===== config.mk =====
export PLATFORM = sky130hd
export DESIGN_NAME = sorted_key_list_top_flat
export DESIGN_NICKNAME = d
export VERILOG_FILES = /design/src/sv/skl_pkg.sv /design/src/sv/skl_req_if.sv /design/src/sv/skl_rsp_if.sv /design/src/sv/skl_cell.sv /design/src/sv/sorted_key_list_top.sv /design/src/flat_wrapper.sv
export SDC_FILE = /design/constraint.sdc
export NUM_CORES = 2
export LEC_CHECK = 0
export BUFFER_PORTS_ARGS = -buffer_cell sky130_fd_sc_hd__buf_4
export CORE_MARGIN = 1.5
export CORE_UTILIZATION = 30
export CTS_CLUSTER_SIZE = 28
export DETAILED_ROUTE_END_ITERATION = 7
export PLACE_DENSITY = 0.47
export SLEW_MARGIN = 20
export SYNTH_ARGS = -nofsm -noshare
export SYNTH_HDL_FRONTEND = slang
export SYNTH_HIERARCHICAL = 1
export SYNTH_SLANG_ARGS = --single-unit

===== constraint.sdc =====
create_clock -name clk -period 14.6 [get_ports clk]
set_input_delay 4.38 -clock clk [delete_from_list [all_inputs] [get_ports clk]]
set_output_delay 4.38 -clock clk [all_outputs]
set_load 0.005 [all_outputs]

===== src/sv/skl_pkg.sv =====
`timescale 1ns / 1ps
// skl_pkg: constants, request and status codes and shared types of the sorted key list.
// No dependencies.
package skl_pkg;

  localparam int SKL_CAPACITY = 16;
  localparam int KEY_W        = 32;
  localparam int COUNT_OUT_W  = 5;

  localparam logic [1:0] OP_INSERT = 2'd0;
  localparam logic [1:0] OP_DELETE = 2'd1;
  localparam logic [1:0] OP_SEARCH = 2'd2;

  localparam logic [1:0] ST_OK        = 2'd0;
  localparam logic [1:0] ST_NOT_FOUND = 2'd1;
  localparam logic [1:0] ST_EMPTY     = 2'd2;
  localparam logic [1:0] ST_FULL      = 2'd3;

  typedef enum logic [2:0] {
    S_IDLE = 3'b001,
    S_CMP  = 3'b010,
    S_UPD  = 3'b100
  } skl_state_t;

  typedef struct packed {
    logic cmp;
    logic ins;
    logic del;
  } skl_cell_ctl_t;

endpackage


===== src/sv/skl_req_if.sv =====
`timescale 1ns / 1ps
// skl_req_if: request channel (op, key) with valid/ready handshake.
// Depends on skl_pkg.
interface skl_req_if;
  logic                                valid;
  logic                                ready;
  logic [1:0]                          op;
  logic signed [skl_pkg::KEY_W-1:0]    key;

  modport source (output valid, output op, output key, input ready);
  modport sink   (input valid, input op, input key, output ready);
endinterface


===== src/sv/skl_rsp_if.sv =====
`timescale 1ns / 1ps
// skl_rsp_if: result channel (found, status, entry_count) with valid/ready handshake.
// Depends on skl_pkg.
interface skl_rsp_if;
  logic                                valid;
  logic                                ready;
  logic                                found;
  logic [1:0]                          status;
  logic [skl_pkg::COUNT_OUT_W-1:0]     entry_count;

  modport source (output valid, output found, output status, output entry_count, input ready);
  modport sink   (input valid, input found, input status, input entry_count, output ready);
endinterface


===== src/sv/skl_cell.sv =====
`timescale 1ns / 1ps
// skl_cell: one slot of the sorted list; holds a key, registers its compare flags
// and shifts keys to or from its neighbours. Depends on skl_pkg.
module skl_cell (
  input  logic                             clk,
  input  skl_pkg::skl_cell_ctl_t           ctl,
  input  logic signed [skl_pkg::KEY_W-1:0] probe,
  input  logic                             occ,
  input  logic                             left_lt,
  input  logic signed [skl_pkg::KEY_W-1:0] left_key,
  input  logic signed [skl_pkg::KEY_W-1:0] right_key,
  output logic                             lt,
  output logic                             eq,
  output logic signed [skl_pkg::KEY_W-1:0] key
);
  import skl_pkg::*;

  always_ff @(posedge clk) begin
    if (ctl.cmp) begin
      lt <= occ && (key < probe);
      eq <= occ && (key == probe);
    end
  end

  // slots at or after the insertion or deletion point move
  always_ff @(posedge clk) begin
    if (ctl.ins && !lt) begin
      key <= left_lt ? probe : left_key;
    end else if (ctl.del && !lt) begin
      key <= right_key;
    end
  end

endmodule


===== src/sv/sorted_key_list_top.sv =====
`timescale 1ns / 1ps
// sorted_key_list_top: row of skl_cell slots keeping signed keys in ascending order.
// Each request passes through accept, parallel compare in the cells and shift update of the
// cell row with result registration; a new request is accepted only after the update commits,
// and the update waits while a previous result is still held by result back-pressure.
// Reset clears the entry count, state machine and result valid; stored keys are not cleared.
// Depends on skl_pkg, skl_req_if, skl_rsp_if, skl_cell.
module sorted_key_list_top #(
  parameter int CAPACITY = skl_pkg::SKL_CAPACITY
) (
  input  logic       clk,
  input  logic       rst,
  skl_req_if.sink    req,
  skl_rsp_if.source  rsp
);
  import skl_pkg::*;

  localparam int CW = $clog2(CAPACITY + 1);

  skl_state_t                state;
  logic [1:0]                op;
  logic signed [KEY_W-1:0]   probe;
  logic [CW-1:0]             count;
  logic [CW-1:0]             count_next;

  logic [CAPACITY-1:0]       occ_v;
  logic [CAPACITY-1:0]       lt_v;
  logic [CAPACITY-1:0]       eq_v;
  logic signed [KEY_W-1:0]   key_v [CAPACITY];

  skl_cell_ctl_t             ctl;
  logic                      commit;
  logic                      full;
  logic                      empty;
  logic                      hit;
  logic                      found_next;
  logic [1:0]                status_next;

  assign req.ready = (state == S_IDLE);
  assign commit    = (state == S_UPD) && (!rsp.valid || rsp.ready);
  assign full      = (count == CW'(CAPACITY));
  assign empty     = (count == '0);
  assign hit       = |eq_v;

  always_comb begin
    found_next  = 1'b0;
    status_next = ST_OK;
    count_next  = count;
    ctl.cmp     = (state == S_CMP);
    ctl.ins     = 1'b0;
    ctl.del     = 1'b0;
    case (op)
      OP_INSERT: begin
        if (full) begin
          status_next = ST_FULL;
        end else begin
          ctl.ins    = commit;
          count_next = count + CW'(1);
        end
      end
      OP_DELETE, OP_SEARCH: begin
        if (empty) begin
          status_next = ST_EMPTY;
        end else if (hit) begin
          found_next = 1'b1;
          if (op == OP_DELETE) begin
            ctl.del    = commit;
            count_next = count - CW'(1);
          end
        end else begin
          status_next = ST_NOT_FOUND;
        end
      end
      default: begin
      end
    endcase
  end

  genvar g;
  generate
    for (g = 0; g < CAPACITY; g++) begin : g_cell
      logic                    left_lt;
      logic signed [KEY_W-1:0] left_key;
      logic signed [KEY_W-1:0] right_key;

      assign occ_v[g] = (count > CW'(g));

      if (g == 0) begin : g_first
        assign left_lt  = 1'b1;
        assign left_key = probe;
      end else begin : g_mid
        assign left_lt  = lt_v[g-1];
        assign left_key = key_v[g-1];
      end

      if (g == CAPACITY - 1) begin : g_last
        assign right_key = key_v[g];
      end else begin : g_inner
        assign right_key = key_v[g+1];
      end

      skl_cell u_cell (
        .clk       (clk),
        .ctl       (ctl),
        .probe     (probe),
        .occ       (occ_v[g]),
        .left_lt   (left_lt),
        .left_key  (left_key),
        .right_key (right_key),
        .lt        (lt_v[g]),
        .eq        (eq_v[g]),
        .key       (key_v[g])
      );
    end
  endgenerate

  always_ff @(posedge clk) begin
    if (rst) begin
      state <= S_IDLE;
      count <= '0;
    end else begin
      unique case (state)
        S_IDLE: begin
          if (req.valid) begin
            state <= S_CMP;
          end
        end
        S_CMP: begin
          state <= S_UPD;
        end
        S_UPD: begin
          if (commit) begin
            state <= S_IDLE;
            count <= count_next;
          end
        end
        default: begin
          state <= S_IDLE;
        end
      endcase
    end
  end

  always_ff @(posedge clk) begin
    if (req.valid && req.ready) begin
      op    <= req.op;
      probe <= req.key;
    end
  end

  always_ff @(posedge clk) begin
    if (rst) begin
      rsp.valid <= 1'b0;
    end else if (commit) begin
      rsp.valid <= 1'b1;
    end else if (rsp.ready) begin
      rsp.valid <= 1'b0;
    end
  end

  always_ff @(posedge clk) begin
    if (commit) begin
      rsp.found       <= found_next;
      rsp.status      <= status_next;
      rsp.entry_count <= COUNT_OUT_W'(count_next);
    end
  end

  a_count_range: assert property (@(posedge clk) disable iff (rst)
    count <= CW'(CAPACITY))
    else $error("entry count above capacity");

  a_count_step: assert property (@(posedge clk) disable iff (rst)
    !commit |=> count == $past(count))
    else $error("entry count changed outside an update");

  a_full_refused: assert property (@(posedge clk) disable iff (rst)
    commit && op == OP_INSERT && full |=> count == $past(count))
    else $error("insert into a full list changed the count");

  a_rsp_source: assert property (@(posedge clk) disable iff (rst)
    $rose(rsp.valid) |-> $past(state == S_UPD))
    else $error("result raised without an update");

endmodule


===== src/flat_wrapper.sv =====
// flat-port wrapper written by rule: the top's interface ports become plain ports
module sorted_key_list_top_flat import skl_pkg::*;
#(
  parameter int CAPACITY = skl_pkg::SKL_CAPACITY
)
  (clk, rst, req_valid, req_op, req_key, req_ready, rsp_valid, rsp_found, rsp_status, rsp_entry_count, rsp_ready);
  skl_req_if req_i ();
  skl_rsp_if rsp_i ();
  input  logic clk;
  input  logic rst;
  input wire logic [$bits(req_i.valid)-1:0] req_valid;
  input wire logic [$bits(req_i.op)-1:0] req_op;
  input wire logic [$bits(req_i.key)-1:0] req_key;
  output wire logic [$bits(req_i.ready)-1:0] req_ready;
  output wire logic [$bits(rsp_i.valid)-1:0] rsp_valid;
  output wire logic [$bits(rsp_i.found)-1:0] rsp_found;
  output wire logic [$bits(rsp_i.status)-1:0] rsp_status;
  output wire logic [$bits(rsp_i.entry_count)-1:0] rsp_entry_count;
  input wire logic [$bits(rsp_i.ready)-1:0] rsp_ready;
  assign req_i.valid = req_valid;
  assign req_i.op = req_op;
  assign req_i.key = req_key;
  assign req_ready = req_i.ready;
  assign rsp_valid = rsp_i.valid;
  assign rsp_found = rsp_i.found;
  assign rsp_status = rsp_i.status;
  assign rsp_entry_count = rsp_i.entry_count;
  assign rsp_i.ready = rsp_ready;
  sorted_key_list_top #(.CAPACITY(CAPACITY)) u_core (.clk(clk), .rst(rst), .req(req_i), .rsp(rsp_i));
endmodule

==> results.toml <==
[timing]
fin_setup_tns_ps = 0
setup_viol = 0
hold_viol_final = 0
fin_skew_ps = 29.39
grt_setup_unrepaired = "no"
max-slew-margin-rel_pct = 27.17
finalCritPeriodShare_pct = 43.39
worst_pin_slew_ps = 1085
fin_crit_ps = 6335
timing.hold.ws_ps = 530.5
fmax_mhz = 157.9
drv_slew = 0

[setup_path]
cp_top_family = "simple AND/OR/NAND/NOR gates"
rrSetupSlack_ps = 10860
cp-startpoint = "rsp_ready"
crit_cells = 7
cp_cell_sequence = "buf_4 > nand2b_1 > nand2b_1 > nor3_2 > buf_4 > nor2_1 > nor2_4"
cp.arrival_ps = 6610
crit_buf_inv = 2
cp_max_fo = 32
r2r_end = "u_core/g_cell[14].u_cell/eq$_DFFE_PP_"
cp-endpoint = "u_core/g_cell[15].u_cell/key[21]$_DFFE_PP_"
cp.required_ps = 14870
ff2ff_path_depth = 7
worstReg2RegStart = "u_core/g_cell[0].left_key[19]$_DFFE_PP_"
critPathSlowestCell = "nor2_4"
startpoint_type = "input pin"
endpoint_kind = "flip-flop"
crit_type = "input pin to flip-flop"
slowest_delay_ps = 810

[clock_network]
clock-sinks = 595
cts_buffers = 76
worstSkewPairLatency_ps = 670
cts_hold_repair.buffers = 0
path_clk_slew_ps = 60
cts_buffer_depth = 3
h-tree-depth = 3
cts_setup_buffers = 0
cts_resized = 0
ctsRootBufferMaster = "clkbuf_16"
cts_tree = "built"

[floorplan]
initial_utilization_pct = 30.20
die_area_um2 = 144800
die_h_um = 380.6
dieWidth_um = 380.6
num_io_pins = 48
rows = 138
coreArea_um2 = 141600

[yosys]
synth_area_um2 = 42760
yosysWarnings = 6
synth_seq_cells = 595
synth-main-ff-cell = "edfxtp_1"
synth.distinct_cells = 54
synthArstFlopShare_pct = 0
netlist_instances = 4382
synth.net_count = 4941
synth_edf_count = 586
avgSynthCellArea_um2 = 9.759
ys_seq_area_share_pct = 41.57

[global_routing]
grt_overflow = 0
antenna_found_initial = 1
grt_pass1_vias = 29850
grt_pass1_wl_mm = 176.8
grt_usage_pct = 15.38
grt_max_degree = 65

[drt]
drc = 0
antenna_left = 0
wl_per_cell_um = 17.65
first_pass_iters = 5
viasPerCell = 4.727
wl_mm = 112.1
route.vias.total = 30020
drt_first_iter_violations = 1452

[power_and_ir_drop]
ir_drop_mv = 0.07347
p_leak_uw = 0.02213
powerDensity_nw_per_um2 = 85.99

[finish]
nets = 4961
n_fill_cell = 14530
drive_gt1_share_pct = 7.715
syn_to_final_growth_pct = 11.83

[place]
gp_congestion = 0.7654
hpwl_mm = 87.59
portBuffers = 47

[job]
cap_viol_max_count = 0

[run_status]
outcome = "completed"

[worst_hold_path]
worstHoldPathType = "flip-flop to flip-flop"
## power by group
part           switching (uW)  internal (uW)  leakage, uW
registers                7.25           1860      0.00538
logic                     276            173       0.0156
clock network             764           1030      0.00112
## through the flow
stage	worst slack [ps]	area (um2)	total power [uW]	cells	util, %
after floorplan	6311	42760	2224	4382	-
after global placement	7633	45430	2343	6212	32.08
after detailed placement	7622	45430	2355	6212	32.08
after CTS	8362	47710	4184	6347	33.70
after global routing	8123	47820	4305	6349	33.77
final	8265	47820	4112	6351	33.78
## state kept, by name, summed over array words and instances (netlist names)
signal / cells
u_core/op: 2
u_core/rsp.found: 1
u_core/state: 3
u_core/g_cell.u_cell/eq: 16
u_core/rsp.valid: 1
u_core/g_cell.u_cell/key: 512
u_core/rsp.entry_count: 5
u_core/rsp.status: 2
u_core/g_cell.left_key: 32
u_core/count: 5
u_core/g_cell.u_cell/lt: 16
## cell usage in the layout, fill, tap and decap left out, types with 13 or more instances in the layout
master / synthesis / final
a2111oi_4: 15 / 15
a21o_1: 32 / 32
a21oi_1: 236 / 236
a21oi_2: 31 / 31
a22oi_1: 16 / 16
buf_4: 0 / 123
clkbuf_1: 132 / 20
clkbuf_16: 0 / 78
clkinv_1: 1 / 22
edfxtp_1: 586 / 586
ha_1: 521 / 521
inv_1: 549 / 549
mux2i_1: 532 / 532
nand2_1: 656 / 656
nand2b_1: 35 / 19
nand2b_4: 0 / 13
nand3_1: 51 / 51
nand3b_1: 16 / 16
nand4_1: 81 / 81
nand4_2: 16 / 16
nor2_1: 79 / 63
nor3_1: 22 / 21
nor4_1: 21 / 21
nor4_2: 16 / 16
o21a_1: 32 / 32
o21ai_0: 489 / 489
o21ai_1: 117 / 117
## worst register-to-register path, cell delays in order (launching register included)
cell,delay (ps)
edfxtp_1,650
buf_4,390
inv_1,110
ha_1,330
nand4_1,110
nor4_1,800
nand2_1,260
nor3_1,760
## cell families (layout without fill, tap and decap cells)
kind of cell	after synthesis	in the layout	share of synthesized area (%)
other cells	1	3	0.008769
compound gates	986	986	13.23
mux	532	532	12.45
buf+inv	738	815	6.653
fa+ha+maj	521	521	15.24
flops	595	595	41.57
simple gates	1009	1009	10.84
## Yosys cell counts, types with 2 or more instances
cell       count  area (um2)
a2111oi_4     15       412.9
a211oi_1       3       22.52
a21o_1        32       240.2
a21oi_1      236        1181
a21oi_2       31       271.5
a22oi_1       16       120.1
a31oi_1        2       12.51
a41oi_1        2       17.52
and2_1         2       12.51
and3_1         2       12.51
buf_2         48       240.2
buf_6          2       22.52
clkbuf_1     132       495.5
dfxtp_1        9       180.2
edfxtp_1     586       17600
ha_1         521        6519
inv_1        549        2061
inv_2          5       18.77
mux2i_1      532        5325
nand2_1      656        2462
nand2b_1      35       219.0
nand3_1       51       255.2
nand3b_1      16       120.1
nand4_1       81       506.7
nand4_2       16       200.2
nor2_1        79       296.5
nor2b_1        2       12.51
nor3_1        22       110.1
nor3b_1        3       22.52
nor4_1        21       131.4
nor4_2        16       200.2
o21a_1        32       240.2
o21ai_0      489        2447
o21ai_1      117       585.6
o31ai_1        2       15.01
## worst min path at each step
| stage | end | slack, ps | depth (start not counted) | from |
|---|---|---|---|---|
| 2_1_floorplan | u_core/state[2]$_SDFFE_PP0P_ | 480 | 1 | u_core/state[0]$_SDFFE_PP1P_ |
| 3_3_place_gp | u_core/state[2]$_SDFFE_PP0P_ | 540 | 1 | u_core/state[0]$_SDFFE_PP1P_ |
| 3_5_place_dp | u_core/state[2]$_SDFFE_PP0P_ | 520 | 1 | u_core/state[0]$_SDFFE_PP1P_ |
| 4_1_cts | u_core/state[2]$_SDFFE_PP0P_ | 530 | 1 | u_core/state[0]$_SDFFE_PP1P_ |
| 5_1_grt | u_core/state[2]$_SDFFE_PP0P_ | 570 | 1 | u_core/state[0]$_SDFFE_PP1P_ |
| 6_report | u_core/state[2]$_SDFFE_PP0P_ | 530 | 1 | u_core/state[0]$_SDFFE_PP1P_ |
## layer usage
layer	global-route usage [%]	routed length, um
met1	22.45	57340
met2	23.95	48790
met4	3.304	2068
met3	2.132	3904
met5	0	0
## layout make-up
class | instances | area [um2] | share of cell area, %
Multi-Input combinational cell | 3049 | 22340 | 46.72
Timing Repair Buffer | 125 | 963.4 | 2.015
Clock buffer | 98 | 2027 | 4.238
Inverter | 555 | 2083 | 4.356
Clock inverter | 37 | 260.3 | 0.5442
Sequential cell | 595 | 17780 | 37.17
Antenna cell | 2 | 5.005 | 0.01047
Tap cell | 1890 | 2365 | 4.945
Power figures use the tool's default switching activity.
